[config.mk]
export PLATFORM = sky130hd
export DESIGN_NAME = md5_hash_engine
export DESIGN_NICKNAME = d
export VERILOG_FILES = /design/src/md5_pkg.sv /design/src/md5_hash_engine.sv
export SDC_FILE = /design/constraint.sdc
export NUM_CORES = 2
export LEC_CHECK = 0
export BUFFER_PORTS_ARGS = -buffer_cell sky130_fd_sc_hd__buf_2
export CORE_MARGIN = 3
export CORE_UTILIZATION = 55
export DETAILED_ROUTE_END_ITERATION = 8
export PLACE_DENSITY_LB_ADDON = 0.15
export SYNTH_ARGS = -nofsm -noshare
export SYNTH_HDL_FRONTEND = slang
export SYNTH_SLANG_ARGS = --single-unit
[constraint.sdc]
create_clock -name clock -period 41.5 [get_ports clock]
set_input_delay 6.225 -clock clock [delete_from_list [all_inputs] [get_ports clock]]
set_output_delay 6.225 -clock clock [all_outputs]
set_load 0.02 [all_outputs]
[src/md5_pkg.sv]
// Shared types and constant tables for the MD5 hash engine.
package md5_pkg;

   typedef struct packed {
      logic [7:0] data_byte;
      logic       has_byte;
      logic       is_last;
   } req_type;

   typedef struct packed {
      logic [63:0] digest_part;
      logic        part_last;
   } rsp_type;

   localparam logic [31:0] IV_A = 32'h67452301;
   localparam logic [31:0] IV_B = 32'hefcdab89;
   localparam logic [31:0] IV_C = 32'h98badcfe;
   localparam logic [31:0] IV_D = 32'h10325476;

   localparam logic [7:0] PAD_MARK = 8'h80;

   localparam logic [31:0] K_TABLE [64] = '{
      32'hd76aa478, 32'he8c7b756, 32'h242070db, 32'hc1bdceee,
      32'hf57c0faf, 32'h4787c62a, 32'ha8304613, 32'hfd469501,
      32'h698098d8, 32'h8b44f7af, 32'hffff5bb1, 32'h895cd7be,
      32'h6b901122, 32'hfd987193, 32'ha679438e, 32'h49b40821,
      32'hf61e2562, 32'hc040b340, 32'h265e5a51, 32'he9b6c7aa,
      32'hd62f105d, 32'h02441453, 32'hd8a1e681, 32'he7d3fbc8,
      32'h21e1cde6, 32'hc33707d6, 32'hf4d50d87, 32'h455a14ed,
      32'ha9e3e905, 32'hfcefa3f8, 32'h676f02d9, 32'h8d2a4c8a,
      32'hfffa3942, 32'h8771f681, 32'h6d9d6122, 32'hfde5380c,
      32'ha4beea44, 32'h4bdecfa9, 32'hf6bb4b60, 32'hbebfbc70,
      32'h289b7ec6, 32'heaa127fa, 32'hd4ef3085, 32'h04881d05,
      32'hd9d4d039, 32'he6db99e5, 32'h1fa27cf8, 32'hc4ac5665,
      32'hf4292244, 32'h432aff97, 32'hab9423a7, 32'hfc93a039,
      32'h655b59c3, 32'h8f0ccc92, 32'hffeff47d, 32'h85845dd1,
      32'h6fa87e4f, 32'hfe2ce6e0, 32'ha3014314, 32'h4e0811a1,
      32'hf7537e82, 32'hbd3af235, 32'h2ad7d2bb, 32'heb86d391
   };

   localparam logic [4:0] S_TABLE [16] = '{
      5'd7, 5'd12, 5'd17, 5'd22, 5'd5, 5'd9, 5'd14, 5'd20,
      5'd4, 5'd11, 5'd16, 5'd23, 5'd6, 5'd10, 5'd15, 5'd21
   };

endpackage

[src/md5_hash_engine.sv]
// MD5 hash engine: byte loader, padding sequencer and one shared round unit.
//
//   channel | direction | ports                                  | moves
//   --------+-----------+----------------------------------------+---------------------------
//   req     | in        | req_valid, req_stall, req_payload      | one byte and/or end mark
//   rsp     | out       | rsp_valid, rsp_stall, rsp_payload      | one 64-bit digest half
//
// Bytes are taken back to back while idle; the 64th byte of a block starts the 64 round
// steps of the single round unit and then the chaining update. An end transaction places
// the mark, fills the rest of the block with zeros and, when it fits, the bit length in
// words 14 and 15, then compresses it; when the length spills, a second block of zeros
// and length is filled and compressed, then the digest is loaded.
// Synchronous reset restores the initial chaining words and clears the byte count.
// req_stall is high whenever the sequencer is busy; a waiting digest half does
// not block byte transactions, only the next digest load.
module md5_hash_engine (
   input  logic              clock,
   input  logic              reset,
   input  logic              req_valid,
   output logic              req_stall,
   input  md5_pkg::req_type  req_payload,
   output logic              rsp_valid,
   input  logic              rsp_stall,
   output md5_pkg::rsp_type  rsp_payload
);
   import md5_pkg::*;

   typedef enum logic [2:0] {
      ST_IDLE,
      ST_ROUND,
      ST_UPDATE,
      ST_MARK,
      ST_FILL,
      ST_DONE
   } state_type;

   state_type    state_ff, state_in;
   logic [31:0]  chain_a_ff, chain_a_in, chain_b_ff, chain_b_in;
   logic [31:0]  chain_c_ff, chain_c_in, chain_d_ff, chain_d_in;
   logic [31:0]  wa_ff, wa_in, wb_ff, wb_in, wc_ff, wc_in, wd_ff, wd_in;
   logic [60:0]  count_ff, count_in;
   logic [5:0]   step_ff, step_in;
   logic [4:0]   k_ff, k_in;
   logic         fin_ff, fin_in;
   logic         len_ff, len_in;
   logic         pend_last_ff, pend_last_in;
   logic         rsp_valid_ff, rsp_valid_in;
   rsp_type      rsp_ff, rsp_in;
   logic [63:0]  hi_ff, hi_in;
   logic         hi_pend_ff, hi_pend_in;

   logic [31:0]  block_ff [16];

   logic         wr_en;
   logic [3:0]   wr_idx;
   logic [3:0]   wr_be;
   logic [31:0]  wr_data;

   logic         req_take, rsp_take, out_free;
   logic [5:0]   used;
   logic [63:0]  bit_len;
   logic [1:0]   rnd;
   logic [3:0]   i4, g_idx;
   logic [5:0]   g5, g3, g7;
   logic [31:0]  f_val, t_sum, rot_val;
   logic [63:0]  rot_wide;

   assign req_stall   = (state_ff != ST_IDLE);
   assign req_take    = req_valid && !req_stall;
   assign rsp_take    = rsp_valid_ff && !rsp_stall;
   assign out_free    = (!rsp_valid_ff || rsp_take) && !hi_pend_ff;
   assign rsp_valid   = rsp_valid_ff;
   assign rsp_payload = rsp_ff;
   assign used        = count_ff[5:0];
   assign bit_len     = {count_ff, 3'b000};

   // round step datapath
   assign rnd = step_ff[5:4];
   assign i4  = step_ff[3:0];
   assign g5  = {i4, 2'b00} + {2'b00, i4} + 6'd1;
   assign g3  = {1'b0, i4, 1'b0} + {2'b00, i4} + 6'd5;
   assign g7  = {i4, 2'b00} + {1'b0, i4, 1'b0} + {2'b00, i4};

   always_comb begin
      case (rnd)
         2'd0: begin
            f_val = wd_ff ^ (wb_ff & (wc_ff ^ wd_ff));
            g_idx = i4;
         end
         2'd1: begin
            f_val = wc_ff ^ (wd_ff & (wb_ff ^ wc_ff));
            g_idx = g5[3:0];
         end
         2'd2: begin
            f_val = wb_ff ^ wc_ff ^ wd_ff;
            g_idx = g3[3:0];
         end
         default: begin
            f_val = wc_ff ^ (wb_ff | ~wd_ff);
            g_idx = g7[3:0];
         end
      endcase
   end

   assign t_sum    = wa_ff + f_val + K_TABLE[step_ff] + block_ff[g_idx];
   assign rot_wide = {t_sum, t_sum} << S_TABLE[{rnd, step_ff[1:0]}];
   assign rot_val  = rot_wide[63:32];

   always_comb begin
      state_in     = state_ff;
      chain_a_in   = chain_a_ff;
      chain_b_in   = chain_b_ff;
      chain_c_in   = chain_c_ff;
      chain_d_in   = chain_d_ff;
      wa_in        = wa_ff;
      wb_in        = wb_ff;
      wc_in        = wc_ff;
      wd_in        = wd_ff;
      count_in     = count_ff;
      step_in      = step_ff;
      k_in         = k_ff;
      fin_in       = fin_ff;
      len_in       = len_ff;
      pend_last_in = pend_last_ff;
      rsp_valid_in = rsp_valid_ff;
      rsp_in       = rsp_ff;
      hi_in        = hi_ff;
      hi_pend_in   = hi_pend_ff;
      wr_en        = 1'b0;
      wr_idx       = used[5:2];
      wr_be        = 4'b0000;
      wr_data      = 32'd0;

      // advance the digest halves
      if (rsp_take) begin
         if (hi_pend_ff) begin
            rsp_in     = '{digest_part: hi_ff, part_last: 1'b1};
            hi_pend_in = 1'b0;
         end else begin
            rsp_valid_in = 1'b0;
         end
      end

      case (state_ff)
         ST_IDLE: begin
            if (req_take) begin
               if (req_payload.has_byte) begin
                  wr_en    = 1'b1;
                  wr_be    = 4'b0001 << used[1:0];
                  wr_data  = {4{req_payload.data_byte}};
                  count_in = count_ff + 61'd1;
                  if (used == 6'd63) begin
                     pend_last_in = req_payload.is_last;
                     wa_in        = chain_a_ff;
                     wb_in        = chain_b_ff;
                     wc_in        = chain_c_ff;
                     wd_in        = chain_d_ff;
                     step_in      = 6'd0;
                     state_in     = ST_ROUND;
                  end else if (req_payload.is_last) begin
                     state_in = ST_MARK;
                  end
               end else if (req_payload.is_last) begin
                  state_in = ST_MARK;
               end
            end
         end
         ST_ROUND: begin
            wa_in   = wd_ff;
            wb_in   = wb_ff + rot_val;
            wc_in   = wb_ff;
            wd_in   = wc_ff;
            step_in = step_ff + 6'd1;
            if (step_ff == 6'd63) begin
               state_in = ST_UPDATE;
            end
         end
         ST_UPDATE: begin
            chain_a_in = chain_a_ff + wa_ff;
            chain_b_in = chain_b_ff + wb_ff;
            chain_c_in = chain_c_ff + wc_ff;
            chain_d_in = chain_d_ff + wd_ff;
            if (fin_ff) begin
               if (len_ff) begin
                  state_in = ST_DONE;
               end else begin
                  k_in     = 5'd0;
                  len_in   = 1'b1;
                  state_in = ST_FILL;
               end
            end else if (pend_last_ff) begin
               pend_last_in = 1'b0;
               state_in     = ST_MARK;
            end else begin
               state_in = ST_IDLE;
            end
         end
         ST_MARK: begin
            // keep lanes below the mark, place 0x80, clear the lanes above
            wr_en    = 1'b1;
            wr_be    = 4'b1111 << used[1:0];
            wr_data  = {24'd0, PAD_MARK} << {used[1:0], 3'b000};
            k_in     = {1'b0, used[5:2]} + 5'd1;
            len_in   = (used[5:3] != 3'b111);
            fin_in   = 1'b1;
            state_in = ST_FILL;
         end
         ST_FILL: begin
            if (k_ff[4]) begin
               wa_in    = chain_a_ff;
               wb_in    = chain_b_ff;
               wc_in    = chain_c_ff;
               wd_in    = chain_d_ff;
               step_in  = 6'd0;
               state_in = ST_ROUND;
            end else begin
               wr_en  = 1'b1;
               wr_idx = k_ff[3:0];
               wr_be  = 4'b1111;
               if (len_ff && k_ff[3:0] == 4'd14) begin
                  wr_data = bit_len[31:0];
               end else if (len_ff && k_ff[3:0] == 4'd15) begin
                  wr_data = bit_len[63:32];
               end
               k_in = k_ff + 5'd1;
            end
         end
         ST_DONE: begin
            if (out_free) begin
               rsp_valid_in = 1'b1;
               rsp_in       = '{digest_part: {chain_b_ff, chain_a_ff}, part_last: 1'b0};
               hi_in        = {chain_d_ff, chain_c_ff};
               hi_pend_in   = 1'b1;
               chain_a_in   = IV_A;
               chain_b_in   = IV_B;
               chain_c_in   = IV_C;
               chain_d_in   = IV_D;
               count_in     = 61'd0;
               fin_in       = 1'b0;
               state_in     = ST_IDLE;
            end
         end
         default: begin
            state_in = ST_IDLE;
         end
      endcase
   end

   always_ff @(posedge clock) begin
      if (reset) begin
         state_ff     <= ST_IDLE;
         chain_a_ff   <= IV_A;
         chain_b_ff   <= IV_B;
         chain_c_ff   <= IV_C;
         chain_d_ff   <= IV_D;
         count_ff     <= 61'd0;
         fin_ff       <= 1'b0;
         len_ff       <= 1'b0;
         pend_last_ff <= 1'b0;
         rsp_valid_ff <= 1'b0;
         hi_pend_ff   <= 1'b0;
      end else begin
         state_ff     <= state_in;
         chain_a_ff   <= chain_a_in;
         chain_b_ff   <= chain_b_in;
         chain_c_ff   <= chain_c_in;
         chain_d_ff   <= chain_d_in;
         count_ff     <= count_in;
         fin_ff       <= fin_in;
         len_ff       <= len_in;
         pend_last_ff <= pend_last_in;
         rsp_valid_ff <= rsp_valid_in;
         hi_pend_ff   <= hi_pend_in;
      end
      wa_ff   <= wa_in;
      wb_ff   <= wb_in;
      wc_ff   <= wc_in;
      wd_ff   <= wd_in;
      step_ff <= step_in;
      k_ff    <= k_in;
      rsp_ff  <= rsp_in;
      hi_ff   <= hi_in;
   end

   // block buffer, byte-lane writes
   always_ff @(posedge clock) begin
      if (wr_en) begin
         for (int j = 0; j < 4; j++) begin
            if (wr_be[j]) begin
               block_ff[wr_idx][8*j +: 8] <= wr_data[8*j +: 8];
            end
         end
      end
   end

`ifndef SYNTHESIS
   a_first_half_leads: assert property (@(posedge clock) disable iff (reset)
      (rsp_valid_ff && hi_pend_ff) |-> !rsp_ff.part_last)
      else $error("second digest half shown while it is still queued");

   a_second_half_follows: assert property (@(posedge clock) disable iff (reset)
      (rsp_valid_ff && hi_pend_ff && !rsp_stall) |=> (rsp_valid_ff && rsp_ff.part_last))
      else $error("second digest half did not follow the first");

   a_no_double_last: assert property (@(posedge clock) disable iff (reset)
      (rsp_valid_ff && !rsp_stall && rsp_ff.part_last) |=>
      !(rsp_valid_ff && rsp_ff.part_last))
      else $error("second digest half repeated");
`endif

endmodule
* After elaboration in Yosys (flattened, before gate mapping)
Memory sizes are Yosys's and may differ from the RTL's.
Cells that the tools add are included.
** Storage, ports and cells
- Memory bits (read-only) :: 2128
- Memories :: 3
- Logic and storage cells :: 218
- Output and inout port bits :: 67
- RAM bits :: 512
- Flip-flop bits (word level) :: 465
** Memory list
- (name not given) :: depth 64, bits a word 32, read ports 1, clocked after Yosys merged registers in 0, write ports 0, RTL line md5_hash_engine.sv:105 : assign t_sum = wa_ff + f_val + K_TABLE[step_ff] + block_ff[g_idx];
- block_ff :: depth 16, bits a word 32, read ports 1, clocked after Yosys merged registers in 0, write ports 1, RTL line md5_hash_engine.sv:52 : logic [31:0] block_ff [16];
- (name not given) :: depth 16, bits a word 5, read ports 1, clocked after Yosys merged registers in 0, write ports 0, RTL line md5_hash_engine.sv:106 : assign rot_wide = {t_sum, t_sum} << S_TABLE[{rnd, step_ff[1:0]}];
** Cells by class
- Equal/unequal tests :: 22
- Add/sub/neg operators :: 18
- $lt $le $gt $ge :: 2
- Mux-type cells :: 106
- Shift-type cells :: 4
- Reductions and logical operators :: 30
- Bitwise operators :: 12
** Operators by type and width (count)
- $mux 32 :: 27
- $pmux 32 s3 :: 6
- $mux 65 :: 4
- $add 32x32->32 :: 8
- $pmux 32 s2 :: 4
- $xor 32x32->32 :: 6
- $mux 61 :: 3
- $pmux 61 s2 :: 1
- $and 32x32->32 :: 2
- $shl 64x5->64 :: 1
- $add 61x1->61 const B :: 1
- $not 32->32 :: 1
- $or 32x32->32 :: 1
- $shl 8x5->32 const A :: 1
- $mux 1 :: 29
- $mux 5 :: 5
- $mux 3 :: 8
- $mux 6 :: 4
- $pmux 4 s3 :: 2
- $mux 4 :: 5
- $ne 2x2->1 const B :: 10
- $pmux 3 s6 :: 1
- $pmux 6 s3 :: 1
- $add 4x4->4 :: 4
- 34 further kinds :: 59

* Depth between registers and ports, before layout
- Depth in word-level cells :: 10
- Mapped depth :: 46

* Worst setup path before layout
No wires, ideal clock.
- Path type :: input -> register
- Start :: in req_payload[1] (netlist bit)
- End :: reg step_ff[0] (enable)
- Cell stages on the path :: 3
- Setup slack :: 24.139 ns
- Required time :: 40.660 ns
- Path buffers :: 0
- Data arrival time :: 16.521 ns
- Path through :: and3_1 nand2_1 a221oi_1
** Between the ends
- Longest elaborated chain between the ends :: 2
** RTL lines
- from (decl) :: RTL line md5_hash_engine.sv:21 : input md5_pkg::req_type req_payload,
- $ne 2x2->1 (no source line)
- $reduce_and 5->1 (no source line)
- to (signal assigned) :: RTL line md5_hash_engine.sv:279 : step_ff <= step_in;
- to (decl) :: RTL line md5_hash_engine.sv:42 : logic [5:0] step_ff, step_in;
Every way passes these cells.
A chain may end at the register's enable or synchronous reset.

* Worst setup path in the final report
- Start :: reg step_ff[1]
- End :: reg wb_ff[28] (data pin)
** Between the ends
- Elaborated cells between the ends (all ways) :: 21
** RTL lines
- $add 4x4->4 :: RTL line md5_hash_engine.sv:80 : assign g5 = {i4, 2'b00} + {2'b00, i4} + 6'd1;
- $add 4x1->4 :: RTL line md5_hash_engine.sv:80
- net g5[1] :: RTL line md5_hash_engine.sv:64 : logic [5:0] g5, g3, g7;
- $pmux 4 s3 :: RTL line md5_hash_engine.sv:85 : case (rnd)
- $mem_v2 16x32
- $add 32x32->32 :: RTL line md5_hash_engine.sv:105
- $shl 64x5->64 :: RTL line md5_hash_engine.sv:106
- $add 32x32->32 :: RTL line md5_hash_engine.sv:170 : wb_in = wb_ff + rot_val;
- $pmux 32 s3 :: RTL line md5_hash_engine.sv:144 : case (state_ff)
- net wb_in[28] :: RTL line md5_hash_engine.sv:40 : logic [31:0] wa_ff, wa_in, wb_ff, wb_in, wc_ff, wc_in, wd_ff, wd_in;
- to (signal assigned) :: RTL line md5_hash_engine.sv:276 : wb_ff <= wb_in;
- to (decl) :: RTL line md5_hash_engine.sv:40
The timed path passes the listed nets, and every way through them passes these cells. The select of a mux whose other input is x is not followed.

==> impl_metrics.yaml <==
sta:
  setup_viol: 0
  totalNegativeSetupSlack_ns: 0
  final_period_minus_worst_setup_slack_ns: 12.44
  rsz_0062_raised_after_global_routing: "false"
  timing_worst_slew_pin_value_ns: 1.26
  drv_slew: 0
  ratio_of_final_minimum_period_to_clock_period_pct: 30.0
  worst_clock_skew_ns: 0.0483
  max-slew-margin-rel_pct: 15.8
  max_freq_mhz: 80.4
  hold_viol_final: 0
placed_design:
  dp_hpwl_um: 120000
  portBuffers: 80
  place.detailed.instances: 6601
  placer_congestion: 0.990
synthesis:
  synthesis.yosys.warnings: 0
  synth.cell_area_um2: 55800
  ys_async_sr_fraction_pct: 0
  ys_ff_latch: 977
  synth-edff-count: 715
  syn_nets: 5671
  synthDistinctLibCells: 92
  syn_area_per_cell_um2: 10.4
  synth.yosys.seq_area_share_pct: 47.8
  yosys-top-cells-area: "edfxtp_1, dfxtp_1, mux4_2, nand2_1, ha_1"
  ys.flop_type: "edfxtp_1"
  synth_top_cell_area_share_pct: 38.5
  synth.largest_area_cell: "edfxtp_1"
  syn_inst: 5366
critical_path:
  timing.setup.critical_path_class: "reg2reg"
  data_required_time_at_the_worst_endpoint_ns: 41.97
  regToRegStartpoint: "step_ff[1]"
  reg2reg_depth: 41
  worstSetupStartpointType: "flop"
  crit_fanout: 53
  worstSetupEndpointType: "flop"
  cp.arrival_ns: 12.91
  worstReg2RegEnd: "wb_ff[28]"
  cpPeakStageDelay_ns: 0.71
  critPathSlowestCell: "ha_1"
  r2r_setup_slack_ns: 29.06
  timing.critical_path.mode_cell: "a21oi_1"
grt:
  initial_antenna_violation_count: 4
  grt.total_usage_pct: 31.2
  grt_max_degree: 145
  grt_first_pass_wirelength_um: 254000
  grt_pass1_vias: 40798
  globalRoute.totalOverflow: 0
detailed_routing:
  drt_iter0_markers: 5235
  average_wire_length_per_cell_after_detail_routing_um: 24.7
  drt_first_pass_iters: 6
  post-route-drc-count: 0
  final_ant_viol_nets: 0
  routed_via_density: 6.34
  vias: 43037
  detail_route.wirelength_um: 168000
hold_path:
  whs_endpoint: "rsp_payload[0]"
  hold_path.class: "reg2reg"
  timing.hold.worst_path_depth: 2
  timing.hold.worst.start: "rsp_payload[0]"
floorplan:
  initial_core_util_pct: 55.6
  number_of_i_o_pins: 81
  design.core.area_um2: 100000
  fp.dieH_um: 325
  fp.dieW_um: 325
  placement_rows: 116
  dieArea_um2: 105000
cts:
  max-clock-path-buffers: 3
  numCtsBuffers: 103
  clk-insertion-delay-late_ns: 0.71
  tritoncts_num_sinks: 977
  cts_setup_buffers: 0
  ctsResizeCount: 0
  tritoncts: "built"
  clock_tree.root_cell: "clkbuf_16"
  clkTransAtPathRegs_ns: 0.07
  clock_tree.htree_level_count: 3
  cts_hold_buffers: 0
layout:
  final_cell_mix: "nand2_1, edfxtp_1, nor2_1"
  area_growth_syn_to_layout_pct: 9.46
  final_core_util_pct: 60.8
  mostFrequentLayoutCell: "nand2_1"
  fillCellCount: 8291
  instances_no_fill: 6792
  finalNetCount: 5654
  drive_gt1_share_pct: 10.9
run_status:
  outcome: "complete, no violations"
run:
  maxCapViolations: 0
-- Yosys cell counts, drive strengths merged (36+ instances only) --
master / count
edfxtp: 715
mux2i: 152
a31oi: 78
a211oi: 65
clkbuf: 237
fa: 69
a21o: 83
or2: 41
and3: 51
mux2: 52
o21ai: 448
nand2: 750
xor2: 98
mux4: 145
inv: 203
xnor2: 153
a21oi: 330
o211ai: 37
nor2: 446
ha: 222
nand3: 108
buf: 57
nor3: 68
dfxtp: 262
a22oi: 57
or3: 38
o22ai: 36
-- cell type report --
type | count | area, um^2 | share of cell area (%)
tap | 1357 | 1700 | 2.78
antenna | 2 | 5.00 | 0.00819
clock inverter | 61 | 743 | 1.22
inverter | 207 | 782 | 1.28
sequential | 977 | 26700 | 43.7
clock buffer | 128 | 2720 | 4.46
timing repair buffer | 172 | 1130 | 1.85
multi-input combinational | 3888 | 27300 | 44.7
-- critical path: cells and delay by family, from the launching register on --
kind | cells | cell delay [ns]
adder cells (fa/ha/maj) | 6 | 2.41
AND/OR/NAND/NOR | 2 | 0.29
AO/OA/AOI/OAI | 18 | 4.39
flip-flops | 1 | 0.32
buffers and inverters | 7 | 2.51
XOR/XNOR | 2 | 0.41
multiplexers | 6 | 1.75
-- layer usage --
layer	GRT usage [%]	part of all wire (%)	vias up
met5	0	0.0072	-
met1	45.4	43	20962
met4	10.8	3.7	2
li1	-	-	19705
met3	5.00	8.6	345
met2	47.8	45	2023
-- cell families (layout without fill, tap and decap cells) --
group,after synthesis,count (layout),share of synthesized area (%)
xor+xnor,253,253,4.02
mux,349,349,9.63
fa+ha+maj,292,292,7.47
buf+inv,501,568,3.43
compound gates,1354,1354,14.8
simple gates,1640,1640,12.8
flops,977,977,47.8
other cells,0,2,0
-- per-stage QoR --
step	hold slack (ns)	setup slack, ns	cell area (um^2)
after global routing	0.484	28.37	61100
after detailed placement	0.467	29.24	57600
final	0.458	29.06	61100
after floorplan	0.448	24.14	55800
after CTS	0.461	29.24	61100
after global placement	0.430	29.55	57600
-- worst max-delay path by stage --
stage	startpoint	endpoint	slack [ns]	depth (start not counted)
finish	step_ff[1]	wb_ff[28]	29.06	41
global placement	step_ff[1]	wb_ff[28]	29.55	41
global route	step_ff[1]	wb_ff[28]	28.37	42
floorplan	req_payload[1]	step_ff[0]	24.14	3
detailed placement	step_ff[1]	wb_ff[28]	29.24	41
CTS	step_ff[1]	wb_ff[28]	29.24	42
-- sequential cells by signal, summed over array words and instances (netlist names), 3 cells and up, named ones only --
signal / count
wa_ff: 32
state_ff: 3
wb_ff: 32
chain_a_ff: 32
wc_ff: 32
rsp_payload: 65
hi_ff: 64
chain_b_ff: 32
chain_c_ff: 32
step_ff: 6
k_ff: 5
wd_ff: 32
chain_d_ff: 32
count_ff: 61
block_ff: 512
Power is left out: the tool's default activity adds up to more than one toggle a clock period on the data nets, which glitch-free logic cannot reach.
